--- config.mk ---
export PLATFORM = sky130hd
export DESIGN_NAME = linked_ring_queue_manager
export DESIGN_NICKNAME = d
export VERILOG_FILES = /design/src/rtl/core/lrq_pkg.sv /design/src/rtl/core/linked_ring_queue_manager.sv /design/src/rtl/core/lrq_pool.sv /design/src/rtl/core/lrq_seq.sv
export VERILOG_INCLUDE_DIRS = /design/src /design/src/rtl/core
export SDC_FILE = /design/constraint.sdc
export NUM_CORES = 2
export LEC_CHECK = 0
export BUFFER_PORTS_ARGS = -buffer_cell sky130_fd_sc_hd__buf_4
export CAP_MARGIN = 20
export CORE_AREA = 2 2 495 497
export DETAILED_ROUTE_END_ITERATION = 10
export DIE_AREA = 0 0 497 499
export GPL_ROUTABILITY_DRIVEN = 0
export PLACE_DENSITY = 0.69
export SKIP_CTS_REPAIR_TIMING = 1
export SYNTH_ARGS = -nofsm -noshare
export SYNTH_HDL_FRONTEND = slang
export SYNTH_SLANG_ARGS = --single-unit
export TNS_END_PERCENT = 30
--- constraint.sdc ---
create_clock -name i_clk -period 11.4 [get_ports i_clk]
set_clock_uncertainty 0.05 [all_clocks]
set_input_delay 2.85 -clock i_clk [delete_from_list [all_inputs] [get_ports i_clk]]
set_output_delay 2.85 -clock i_clk [all_outputs]
set_load 0.02 [all_outputs]
--- src/rtl/core/linked_ring_queue_manager_macros.svh ---
// assertion macros for the linked ring queue manager
// used by the sequencer, no other dependencies
`ifndef LINKED_RING_QUEUE_MANAGER_MACROS_SVH
`define LINKED_RING_QUEUE_MANAGER_MACROS_SVH
`ifndef SYNTHESIS
// clocked check, off while reset is asserted
`define LRQ_ASSERT(lbl, clk, rst_n, prop, msg) \
    lbl: assert property (@(posedge clk) disable iff (!rst_n) prop) else $error(msg);
// clocked check that also holds during reset
`define LRQ_ASSERT_ALWAYS(lbl, clk, prop, msg) \
    lbl: assert property (@(posedge clk) prop) else $error(msg);
`else
`define LRQ_ASSERT(lbl, clk, rst_n, prop, msg)
`define LRQ_ASSERT_ALWAYS(lbl, clk, prop, msg)
`endif
`endif

--- src/rtl/core/lrq_pkg.sv ---
// shared constants, codes and structs of the linked ring queue manager
// no dependencies
package lrq_pkg;

    localparam int POOL_NODES = 64;
    localparam int QUEUES     = 4;
    localparam int REF_BITS   = 32;
    localparam int NODE_W     = $clog2(POOL_NODES);
    localparam int Q_W        = $clog2(QUEUES);
    localparam int FC_W       = $clog2(POOL_NODES + 1);
    localparam int CMD_W      = 2;
    localparam int STAT_W     = 2;

    // command codes
    localparam logic [CMD_W-1:0] CMD_PUSH   = 2'd0;
    localparam logic [CMD_W-1:0] CMD_SHIFT  = 2'd1;
    localparam logic [CMD_W-1:0] CMD_REMOVE = 2'd2;
    localparam logic [CMD_W-1:0] CMD_NONE   = 2'd3;

    // status codes
    localparam logic [STAT_W-1:0] STAT_OK    = 2'd0;
    localparam logic [STAT_W-1:0] STAT_EMPTY = 2'd1;
    localparam logic [STAT_W-1:0] STAT_FULL  = 2'd2;
    localparam logic [STAT_W-1:0] STAT_BAD   = 2'd3;

    // sequencer to pool: read and write requests
    typedef struct packed {
        logic                rd_en;
        logic [NODE_W-1:0]   nl_raddr;
        logic [NODE_W-1:0]   pl_raddr;
        logic                nl_we;
        logic [NODE_W-1:0]   nl_waddr;
        logic [NODE_W-1:0]   nl_wdata;
        logic                pl_we;
        logic [NODE_W-1:0]   pl_waddr;
        logic [NODE_W-1:0]   pl_wdata;
        logic                node_we;
        logic [NODE_W-1:0]   node_waddr;
        logic [REF_BITS-1:0] ref_wdata;
        logic [Q_W-1:0]      own_wdata;
    } t_pool_req;

    // pool to sequencer: registered read data
    typedef struct packed {
        logic [NODE_W-1:0]   next_node;
        logic [NODE_W-1:0]   prev_node;
        logic [REF_BITS-1:0] ref_data;
        logic [Q_W-1:0]      owner;
    } t_pool_rd;

    // one result word
    typedef struct packed {
        logic [STAT_W-1:0]   status;
        logic [REF_BITS-1:0] ref_out;
        logic [NODE_W-1:0]   node_out;
        logic                now_empty;
    } t_result;

endpackage

--- src/rtl/core/linked_ring_queue_manager.sv ---
// Flow: an accepted word passes the execute and final states of the sequencer into the
// output register; no new word is taken until the final step is done, and a stalled
// result holds the final step, after the read and link-write steps of the sequencer.
// Reset: synchronous, active low; queues empty, free list restored at once, ready next cycle.
// top level: output register, sequencer and node pool; depends on lrq_pkg, lrq_seq, lrq_pool
module linked_ring_queue_manager (
    input  logic                         i_clk,
    input  logic                         i_rst_n,
    input  logic                         i_in_valid,
    output logic                         o_in_stall,
    input  logic [lrq_pkg::CMD_W-1:0]    i_command,
    input  logic [lrq_pkg::Q_W-1:0]      i_queue_id,
    input  logic [lrq_pkg::REF_BITS-1:0] i_ref_value,
    input  logic [lrq_pkg::NODE_W-1:0]   i_node_handle,
    output logic                         o_out_valid,
    input  logic                         i_out_stall,
    output logic [lrq_pkg::STAT_W-1:0]   o_status,
    output logic [lrq_pkg::REF_BITS-1:0] o_ref_out,
    output logic [lrq_pkg::NODE_W-1:0]   o_node_out,
    output logic                         o_queue_now_empty
);
    import lrq_pkg::*;

    t_pool_req pool_req;
    t_pool_rd  pool_rd;
    t_result   res;
    logic      res_load;
    logic      fin_go;
    logic      busy;
    logic      r_out_valid;
    t_result   r_out;

    // result slot free when empty or being taken
    assign fin_go = !r_out_valid || !i_out_stall;

    lrq_seq u_seq (
        .i_clk         (i_clk),
        .i_rst_n       (i_rst_n),
        .i_in_valid    (i_in_valid),
        .o_busy        (busy),
        .i_command     (i_command),
        .i_queue_id    (i_queue_id),
        .i_ref_value   (i_ref_value),
        .i_node_handle (i_node_handle),
        .i_fin_go      (fin_go),
        .o_res_load    (res_load),
        .o_res         (res),
        .o_pool        (pool_req),
        .i_rd          (pool_rd)
    );

    lrq_pool u_pool (
        .i_clk   (i_clk),
        .i_rst_n (i_rst_n),
        .i_req   (pool_req),
        .o_rd    (pool_rd)
    );

    // output word register
    always_ff @(posedge i_clk) begin
        if (!i_rst_n) begin
            r_out_valid <= 1'b0;
        end else if (res_load) begin
            r_out_valid <= 1'b1;
        end else if (!i_out_stall) begin
            r_out_valid <= 1'b0;
        end
    end

    always_ff @(posedge i_clk) begin
        if (res_load) begin
            r_out <= res;
        end
    end

    assign o_in_stall        = busy;
    assign o_out_valid       = r_out_valid;
    assign o_status          = r_out.status;
    assign o_ref_out         = r_out.ref_out;
    assign o_node_out        = r_out.node_out;
    assign o_queue_now_empty = r_out.now_empty;

endmodule

--- src/rtl/core/lrq_pool.sv ---
// node pool memories: next link, prev link, reference and owner
// depends on lrq_pkg
module lrq_pool (
    input  logic               i_clk,
    input  logic               i_rst_n,
    input  lrq_pkg::t_pool_req i_req,
    output lrq_pkg::t_pool_rd  o_rd
);
    import lrq_pkg::*;

    logic [NODE_W-1:0]   nl_mem  [POOL_NODES];
    logic [NODE_W-1:0]   pl_mem  [POOL_NODES];
    logic [REF_BITS-1:0] ref_mem [POOL_NODES];
    logic [Q_W-1:0]      own_mem [POOL_NODES];

    logic [POOL_NODES-1:0] r_nl_written;
    t_pool_rd              r_rd;
    logic [NODE_W-1:0]     nl_succ;

    // reset chain of the free list: node i links to i+1, last wraps to 0
    assign nl_succ = (i_req.nl_raddr == NODE_W'(POOL_NODES - 1)) ?
                     '0 : i_req.nl_raddr + NODE_W'(1);

    // written flags for the next link store
    always_ff @(posedge i_clk) begin
        if (!i_rst_n) begin
            r_nl_written <= '0;
        end else if (i_req.nl_we) begin
            r_nl_written[i_req.nl_waddr] <= 1'b1;
        end
    end

    // memory writes
    always_ff @(posedge i_clk) begin
        if (i_req.nl_we) begin
            nl_mem[i_req.nl_waddr] <= i_req.nl_wdata;
        end
        if (i_req.pl_we) begin
            pl_mem[i_req.pl_waddr] <= i_req.pl_wdata;
        end
        if (i_req.node_we) begin
            ref_mem[i_req.node_waddr] <= i_req.ref_wdata;
            own_mem[i_req.node_waddr] <= i_req.own_wdata;
        end
    end

    // registered reads
    always_ff @(posedge i_clk) begin
        if (i_req.rd_en) begin
            r_rd.next_node <= r_nl_written[i_req.nl_raddr] ?
                              nl_mem[i_req.nl_raddr] : nl_succ;
            r_rd.prev_node <= pl_mem[i_req.pl_raddr];
            r_rd.ref_data  <= ref_mem[i_req.nl_raddr];
            r_rd.owner     <= own_mem[i_req.nl_raddr];
        end
    end

    assign o_rd = r_rd;

endmodule

--- src/rtl/core/lrq_seq.sv ---
// operation sequencer: queue heads, free list, node flags and link updates
// depends on lrq_pkg and linked_ring_queue_manager_macros.svh
`include "linked_ring_queue_manager_macros.svh"
module lrq_seq (
    input  logic                         i_clk,
    input  logic                         i_rst_n,
    input  logic                         i_in_valid,
    output logic                         o_busy,
    input  logic [lrq_pkg::CMD_W-1:0]    i_command,
    input  logic [lrq_pkg::Q_W-1:0]      i_queue_id,
    input  logic [lrq_pkg::REF_BITS-1:0] i_ref_value,
    input  logic [lrq_pkg::NODE_W-1:0]   i_node_handle,
    input  logic                         i_fin_go,
    output logic                         o_res_load,
    output lrq_pkg::t_result             o_res,
    output lrq_pkg::t_pool_req           o_pool,
    input  lrq_pkg::t_pool_rd            i_rd
);
    import lrq_pkg::*;

    localparam logic [1:0] ST_IDLE = 2'd0;
    localparam logic [1:0] ST_EXE  = 2'd1;
    localparam logic [1:0] ST_FIN  = 2'd2;

    logic [1:0]            r_state,     n_state;
    logic [CMD_W-1:0]      r_cmd,       n_cmd;
    logic [Q_W-1:0]        r_q,         n_q;
    logic [REF_BITS-1:0]   r_ref,       n_ref;
    logic [NODE_W-1:0]     r_x,         n_x;
    logic [NODE_W-1:0]     r_hd,        n_hd;
    logic [NODE_W-1:0]     r_tl,        n_tl;
    logic                  r_do_link,   n_do_link;
    logic                  r_do_rel,    n_do_rel;
    logic [STAT_W-1:0]     r_status,    n_status;
    logic [REF_BITS-1:0]   r_rout,      n_rout;
    logic [NODE_W-1:0]     r_nout,      n_nout;
    logic [NODE_W-1:0]     r_free_head, n_free_head;
    logic [FC_W-1:0]       r_free_count, n_free_count;
    logic [POOL_NODES-1:0] r_in_use,    n_in_use;
    logic [NODE_W-1:0]     r_head [QUEUES];
    logic [NODE_W-1:0]     n_head [QUEUES];
    logic [QUEUES-1:0]     r_nonempty,  n_nonempty;

    logic [NODE_W-1:0]     x_sel;

    // node the incoming word works on
    always_comb begin
        unique case (i_command)
            CMD_PUSH:   x_sel = r_free_head;
            CMD_SHIFT:  x_sel = r_head[i_queue_id];
            CMD_REMOVE: x_sel = i_node_handle;
            CMD_NONE:   x_sel = i_node_handle;
        endcase
    end

    // sequencer: read at accept, first link writes, then final writes
    always_comb begin
        logic unlink;
        unlink       = 1'b0;
        n_state      = r_state;
        n_cmd        = r_cmd;
        n_q          = r_q;
        n_ref        = r_ref;
        n_x          = r_x;
        n_hd         = r_hd;
        n_tl         = r_tl;
        n_do_link    = r_do_link;
        n_do_rel     = r_do_rel;
        n_status     = r_status;
        n_rout       = r_rout;
        n_nout       = r_nout;
        n_free_head  = r_free_head;
        n_free_count = r_free_count;
        n_in_use     = r_in_use;
        n_head       = r_head;
        n_nonempty   = r_nonempty;
        o_res_load   = 1'b0;

        o_pool          = '0;
        o_pool.rd_en    = (r_state == ST_IDLE);
        o_pool.nl_raddr = x_sel;
        o_pool.pl_raddr = (i_command == CMD_PUSH) ? r_head[i_queue_id] : x_sel;

        unique case (r_state)
            ST_IDLE: begin
                if (i_in_valid) begin
                    n_state = ST_EXE;
                    n_cmd   = i_command;
                    n_q     = i_queue_id;
                    n_ref   = i_ref_value;
                    n_x     = x_sel;
                    n_hd    = r_head[i_queue_id];
                end
            end
            ST_EXE: begin
                n_state   = ST_FIN;
                n_do_link = 1'b0;
                n_do_rel  = 1'b0;
                n_status  = STAT_OK;
                n_rout    = '0;
                n_nout    = '0;
                unique case (r_cmd)
                    CMD_PUSH: begin
                        if (r_free_count == '0) begin
                            n_status = STAT_FULL;
                        end else begin
                            n_nout             = r_x;
                            n_free_head        = i_rd.next_node;
                            n_free_count       = r_free_count - FC_W'(1);
                            n_in_use[r_x]      = 1'b1;
                            o_pool.node_we     = 1'b1;
                            o_pool.node_waddr  = r_x;
                            o_pool.ref_wdata   = r_ref;
                            o_pool.own_wdata   = r_q;
                            o_pool.nl_we       = 1'b1;
                            o_pool.nl_waddr    = r_x;
                            o_pool.pl_we       = 1'b1;
                            o_pool.pl_waddr    = r_x;
                            if (!r_nonempty[r_q]) begin
                                n_head[r_q]     = r_x;
                                n_nonempty[r_q] = 1'b1;
                                o_pool.nl_wdata = r_x;
                                o_pool.pl_wdata = r_x;
                            end else begin
                                // new node sits between tail and head
                                o_pool.nl_wdata = r_hd;
                                o_pool.pl_wdata = i_rd.prev_node;
                                n_tl            = i_rd.prev_node;
                                n_do_link       = 1'b1;
                            end
                        end
                    end
                    CMD_SHIFT: begin
                        if (!r_nonempty[r_q]) begin
                            n_status = STAT_EMPTY;
                        end else begin
                            unlink = 1'b1;
                            n_rout = i_rd.ref_data;
                        end
                    end
                    CMD_REMOVE: begin
                        if (!r_in_use[r_x] || (i_rd.owner != r_q)) begin
                            n_status = STAT_BAD;
                        end else begin
                            unlink = 1'b1;
                        end
                    end
                    CMD_NONE: begin
                    end
                endcase
                // take the node out of its ring
                if (unlink) begin
                    n_do_rel = 1'b1;
                    if (r_head[r_q] == r_x) begin
                        if (i_rd.next_node == r_x) begin
                            n_nonempty[r_q] = 1'b0;
                        end else begin
                            n_head[r_q] = i_rd.next_node;
                        end
                    end
                    o_pool.pl_we    = 1'b1;
                    o_pool.pl_waddr = i_rd.next_node;
                    o_pool.pl_wdata = i_rd.prev_node;
                    o_pool.nl_we    = 1'b1;
                    o_pool.nl_waddr = i_rd.prev_node;
                    o_pool.nl_wdata = i_rd.next_node;
                end
            end
            ST_FIN: begin
                if (i_fin_go) begin
                    n_state    = ST_IDLE;
                    o_res_load = 1'b1;
                    // close the ring behind a pushed node
                    if (r_do_link) begin
                        o_pool.nl_we    = 1'b1;
                        o_pool.nl_waddr = r_tl;
                        o_pool.nl_wdata = r_x;
                        o_pool.pl_we    = 1'b1;
                        o_pool.pl_waddr = r_hd;
                        o_pool.pl_wdata = r_x;
                    end
                    // freed node goes to the front of the free list
                    if (r_do_rel) begin
                        o_pool.nl_we    = 1'b1;
                        o_pool.nl_waddr = r_x;
                        o_pool.nl_wdata = r_free_head;
                        o_pool.pl_we    = 1'b1;
                        o_pool.pl_waddr = r_x;
                        o_pool.pl_wdata = r_x;
                        n_free_head     = r_x;
                        n_free_count    = r_free_count + FC_W'(1);
                        n_in_use[r_x]   = 1'b0;
                    end
                end
            end
            default: begin
                n_state = ST_IDLE;
            end
        endcase
    end

    // control state
    always_ff @(posedge i_clk) begin
        if (!i_rst_n) begin
            r_state      <= ST_IDLE;
            r_do_link    <= 1'b0;
            r_do_rel     <= 1'b0;
            r_free_head  <= '0;
            r_free_count <= FC_W'(POOL_NODES);
            r_in_use     <= '0;
            r_nonempty   <= '0;
            for (int i = 0; i < QUEUES; i++) begin
                r_head[i] <= '0;
            end
        end else begin
            r_state      <= n_state;
            r_do_link    <= n_do_link;
            r_do_rel     <= n_do_rel;
            r_free_head  <= n_free_head;
            r_free_count <= n_free_count;
            r_in_use     <= n_in_use;
            r_nonempty   <= n_nonempty;
            r_head       <= n_head;
        end
    end

    // operation payload
    always_ff @(posedge i_clk) begin
        r_cmd    <= n_cmd;
        r_q      <= n_q;
        r_ref    <= n_ref;
        r_x      <= n_x;
        r_hd     <= n_hd;
        r_tl     <= n_tl;
        r_status <= n_status;
        r_rout   <= n_rout;
        r_nout   <= n_nout;
    end

    assign o_busy          = (r_state != ST_IDLE);
    assign o_res.status    = r_status;
    assign o_res.ref_out   = r_rout;
    assign o_res.node_out  = r_nout;
    assign o_res.now_empty = !r_nonempty[r_q];

    // node accounting and sequencing checks
    `LRQ_ASSERT(a_node_count, i_clk, i_rst_n, ($countones(r_in_use) + int'(r_free_count) == POOL_NODES), "free count and allocated nodes disagree")
    `LRQ_ASSERT(a_fin_hold, i_clk, i_rst_n, ((r_state == ST_FIN) && !i_fin_go) |=> (r_state == ST_FIN), "final step left while result slot busy")
    `LRQ_ASSERT(a_idle_hold, i_clk, i_rst_n, ((r_state == ST_IDLE) && !i_in_valid) |=> (r_state == ST_IDLE), "sequencer started without a word")
    `LRQ_ASSERT(a_link_rel_excl, i_clk, i_rst_n, (r_state == ST_FIN) |-> !(r_do_link && r_do_rel), "link and release in one operation")

endmodule
==> flow_metrics.py <==
metrics = {
    "detailed_routing": {
        "vias_per_cell": 6.53,
        "wl_um": 383000,
        "firstDrtPassIters": 11,
        "post-route-drc-count": 2,
        "drt-wirelength-per-cell_um": 28.5,
        "vias": 87600,
        "drt_iter0_drc": 14300,
        "ant_nets": 0,
    },
    "clock_network": {
        "clkSlewWorstSetupHoldPaths_ns": 0.06,
        "cts_tree": "yes",
        "cts_buffer_depth": 4,
        "clk_latency_ns": 0.98,
        "clkSinkCount": 3299,
        "cts_buffers": 338,
        "cts-root-buf": "clkbuf_16",
        "htreeDepth": 5,
    },
    "yosys": {
        "synthMuxAreaShare_pct": 3.34,
        "ys_ff_latch": 3299,
        "synthArstFlopShare_pct": 0,
        "synth_simple_gate_area_share_pct": 14.3,
        "yosysWarnings": 0,
        "syn_area_per_cell_sq_um": 13.3,
        "synth_common_cells": "edfxtp_1, nand2_1, nand3_1, clkbuf_1, a311oi_1",
        "synth-main-ff-cell": "edfxtp_1",
        "synth_compound_area_share_pct": 6.46,
        "seq_area_frac_synth_pct": 73.3,
        "synth_adder_area_share_pct": 0.147,
        "synth_area_sq_um": 133000,
        "synth_xor_area_share_pct": 0.145,
        "yosysMostFrequentCell": "edfxtp_1",
        "yosysUniqueCellTypes": 81,
        "netlist.area_leader.share_pct": 70.7,
        "syn_nets": 10100,
        "syn_inst": 10000,
        "synth_top_family_by_area": "simple AND/OR/NAND/NOR gates",
        "yosysTopAreaCell": "edfxtp_1",
        "synth_edf_count": 3125,
        "synth_top_cells_by_area": "edfxtp_1, nand2_1, nand3_1",
    },
    "global_route": {
        "grt_pass1_wl_um": 555000,
        "grt_start_max_net_pins": 175,
        "grt_pass1_vias": 82700,
        "track_usage_pct": 30.2,
        "antenna_found_initial": 26,
        "grt_overflow": 0,
    },
    "sta": {
        "layout_min_cycle_time_ns": 7.69,
        "finalCritPeriodShare_pct": 67.4,
        "max_freq_mhz": 130,
        "rsz0062_at_grt": "no",
        "setup_violations": 0,
        "slew_headroom_pct": 14.2,
        "worstMarginPinSlew_ns": 1.29,
        "hold_violations": 0,
        "final.setup.tns_ns": 0,
        "final_max_slew_viol_count": 0,
    },
    "finish": {
        "fill_cells": 17900,
        "area_growth_syn_to_layout_pct": 11.1,
        "fin_util_pct": 60.8,
        "drive_gt1_share_pct": 10.3,
        "nets": 10000,
    },
    "worst_setup_path": {
        "required_ns": 12.00,
        "critPathArrivalTime_ns": 8.29,
        "worstSetupEndpointType": "register",
        "path_max_fanout": 174,
        "crit_type": "in2reg",
        "cp-start-kind": "input pin",
    },
    "die": {
        "start_util_pct": 54.8,
        "die_height_um": 499,
        "ios": 89,
        "die-area_sq_um": 248000,
        "placement_rows": 181,
        "coreArea_sq_um": 243000,
        "die_x_um": 497,
    },
    "power": {
        "p_sw_mw": 6.82,
        "p_comb_share_pct": 10.9,
        "leakage_nw": 50.3,
        "power_frac_seq_pct": 50.5,
        "peakVddDrop_mv": 0.187,
        "cell_internal_pwr_mw": 20.1,
        "swShare_pct": 25.3,
        "power.density_nw_per_um2": 183,
        "p_clk_share_pct": 38.6,
    },
    "outcome": {
        "run_status": "complete, but fails checks",
        "violations": "DRC",
    },
    "worst_hold_path": {
        "hold_path_class": "reg2reg",
    },
    "place": {
        "port_buffers": 88,
        "place_hpwl_um": 200000,
    },
    "job": {
        "cap_violations": 0,
    },
}
cells by family after synthesis:
logic type      after synthesis
flops                      3299
simple gates               4406
compound gates             1219
fa+ha+maj                    15
xor+xnor                     22
buf+inv                     752
mux                         303
layout make-up:
cell class                 count  area [sq um]  share of cell area [%]
multi-input combinational   5965         33200                    22.5
inverter                      35           161                   0.109
clock buffer                 436          8950                    6.06
clock inverter               146          1180                   0.800
tap                         3202          4010                    2.71
antenna                       15          37.5                  0.0254
sequential                  3299         97300                    66.0
timing repair buffer         319          2720                    1.84
placed cells by master, fill, tap and decap left out, types with 34 or more instances in the layout:
cell and instances:
edfxtp_1 3125, nand2_1 2632, or3_1 60, buf_4 289, a21oi_1 229, clkbuf_16 343
a311oi_1 319, a211oi_1 66, nand3_1 988, dfxtp_1 174, mux2i_1 187, o21ai_0 226
clkinv_2 51, nor3_1 66, and3_1 228, a31oi_1 99, clkinv_1 61, mux4_2 112
and3_2 34, clkbuf_1 91, nor2_4 65, nor2_1 217
power by group through the flow:
stage | Clock (mW) | Combinational, mW | Sequential, mW
floorplan | 0 | 1.80 | 13.7
global placement | 0 | 2.79 | 13.9
detailed placement | 0 | 2.85 | 13.9
CTS | 10.5 | 2.86 | 13.6
global route | 10.9 | 3.12 | 13.6
finish | 10.4 | 2.94 | 13.6
critical path: stages:
cell and delay, ns:
buf_4 0.17, mux4_2 0.61, a311oi_4 0.33, buf_12 0.40, inv_8 0.47, buf_12 0.36
buf_12 0.50, nand2_1 0.14, and3_1 0.16, a311oi_1 0.06, a311oi_1 0.37, a31oi_1 0.13
a21oi_1 0.61, o21ai_0 0.32
metrics by stage:
step	worst slack, ns	cells	hold slack (ns)	total power, mW	area [sq um]
after floorplan	2.93	10000	0.350	15.5	133000
after global placement	2.95	12800	0.353	16.6	137000
after detailed placement	3.38	12800	0.355	16.7	137000
after CTS	4.37	13400	0.368	26.9	147000
after global routing	4.02	13400	0.374	27.7	148000
final	3.71	13400	0.367	27.0	148000
worst paths after layout:
path | from | to | slack (ns) | cells past startpoint
worst max-delay path | i_queue_id[0] | u_pool.o_rd[18] | 3.71 | 14
worst min-delay path | u_seq.r_rout[20] | o_ref_out[20] | 0.37 | 0
worst max register to register | u_seq.r_x[3] | u_pool.nl_mem[45][1] | 5.20 | 9
worst min register to register | u_seq.r_rout[20] | o_ref_out[20] | 0.37 | 0
routing by layer:
layer | share of wire [%] | routed length [um] | track usage (%) | vias up
li1 | - | - | - | 37200
met1 | 38 | 146000 | 43.6 | 43400
met2 | 45 | 171000 | 44.9 | 5985
met3 | 13 | 48200 | 6.34 | 889
met4 | 4.4 | 17000 | 12.8 | 18
met5 | 0.028 | 107 | 0 | -
sequential cells by signal, summed over array words and instances (netlist names), 4 cells and up, named ones only:
signal and count:
u_seq.r_free_head 6, u_seq.r_hd 6, u_seq.r_free_count 7, u_seq.r_ref 32, u_pool.pl_mem 384, u_seq.r_tl 6, u_seq.r_rout 32, u_pool.own_mem 128
u_pool.r_nl_written 64, u_seq.r_x 6, u_seq.r_head 24, u_pool.nl_mem 384, o_node_out 6, u_seq.r_nonempty 4, u_pool.ref_mem 2048, o_ref_out 32
u_seq.r_nout 6, u_pool.o_rd 46
Power figures use the tool's default switching activity.
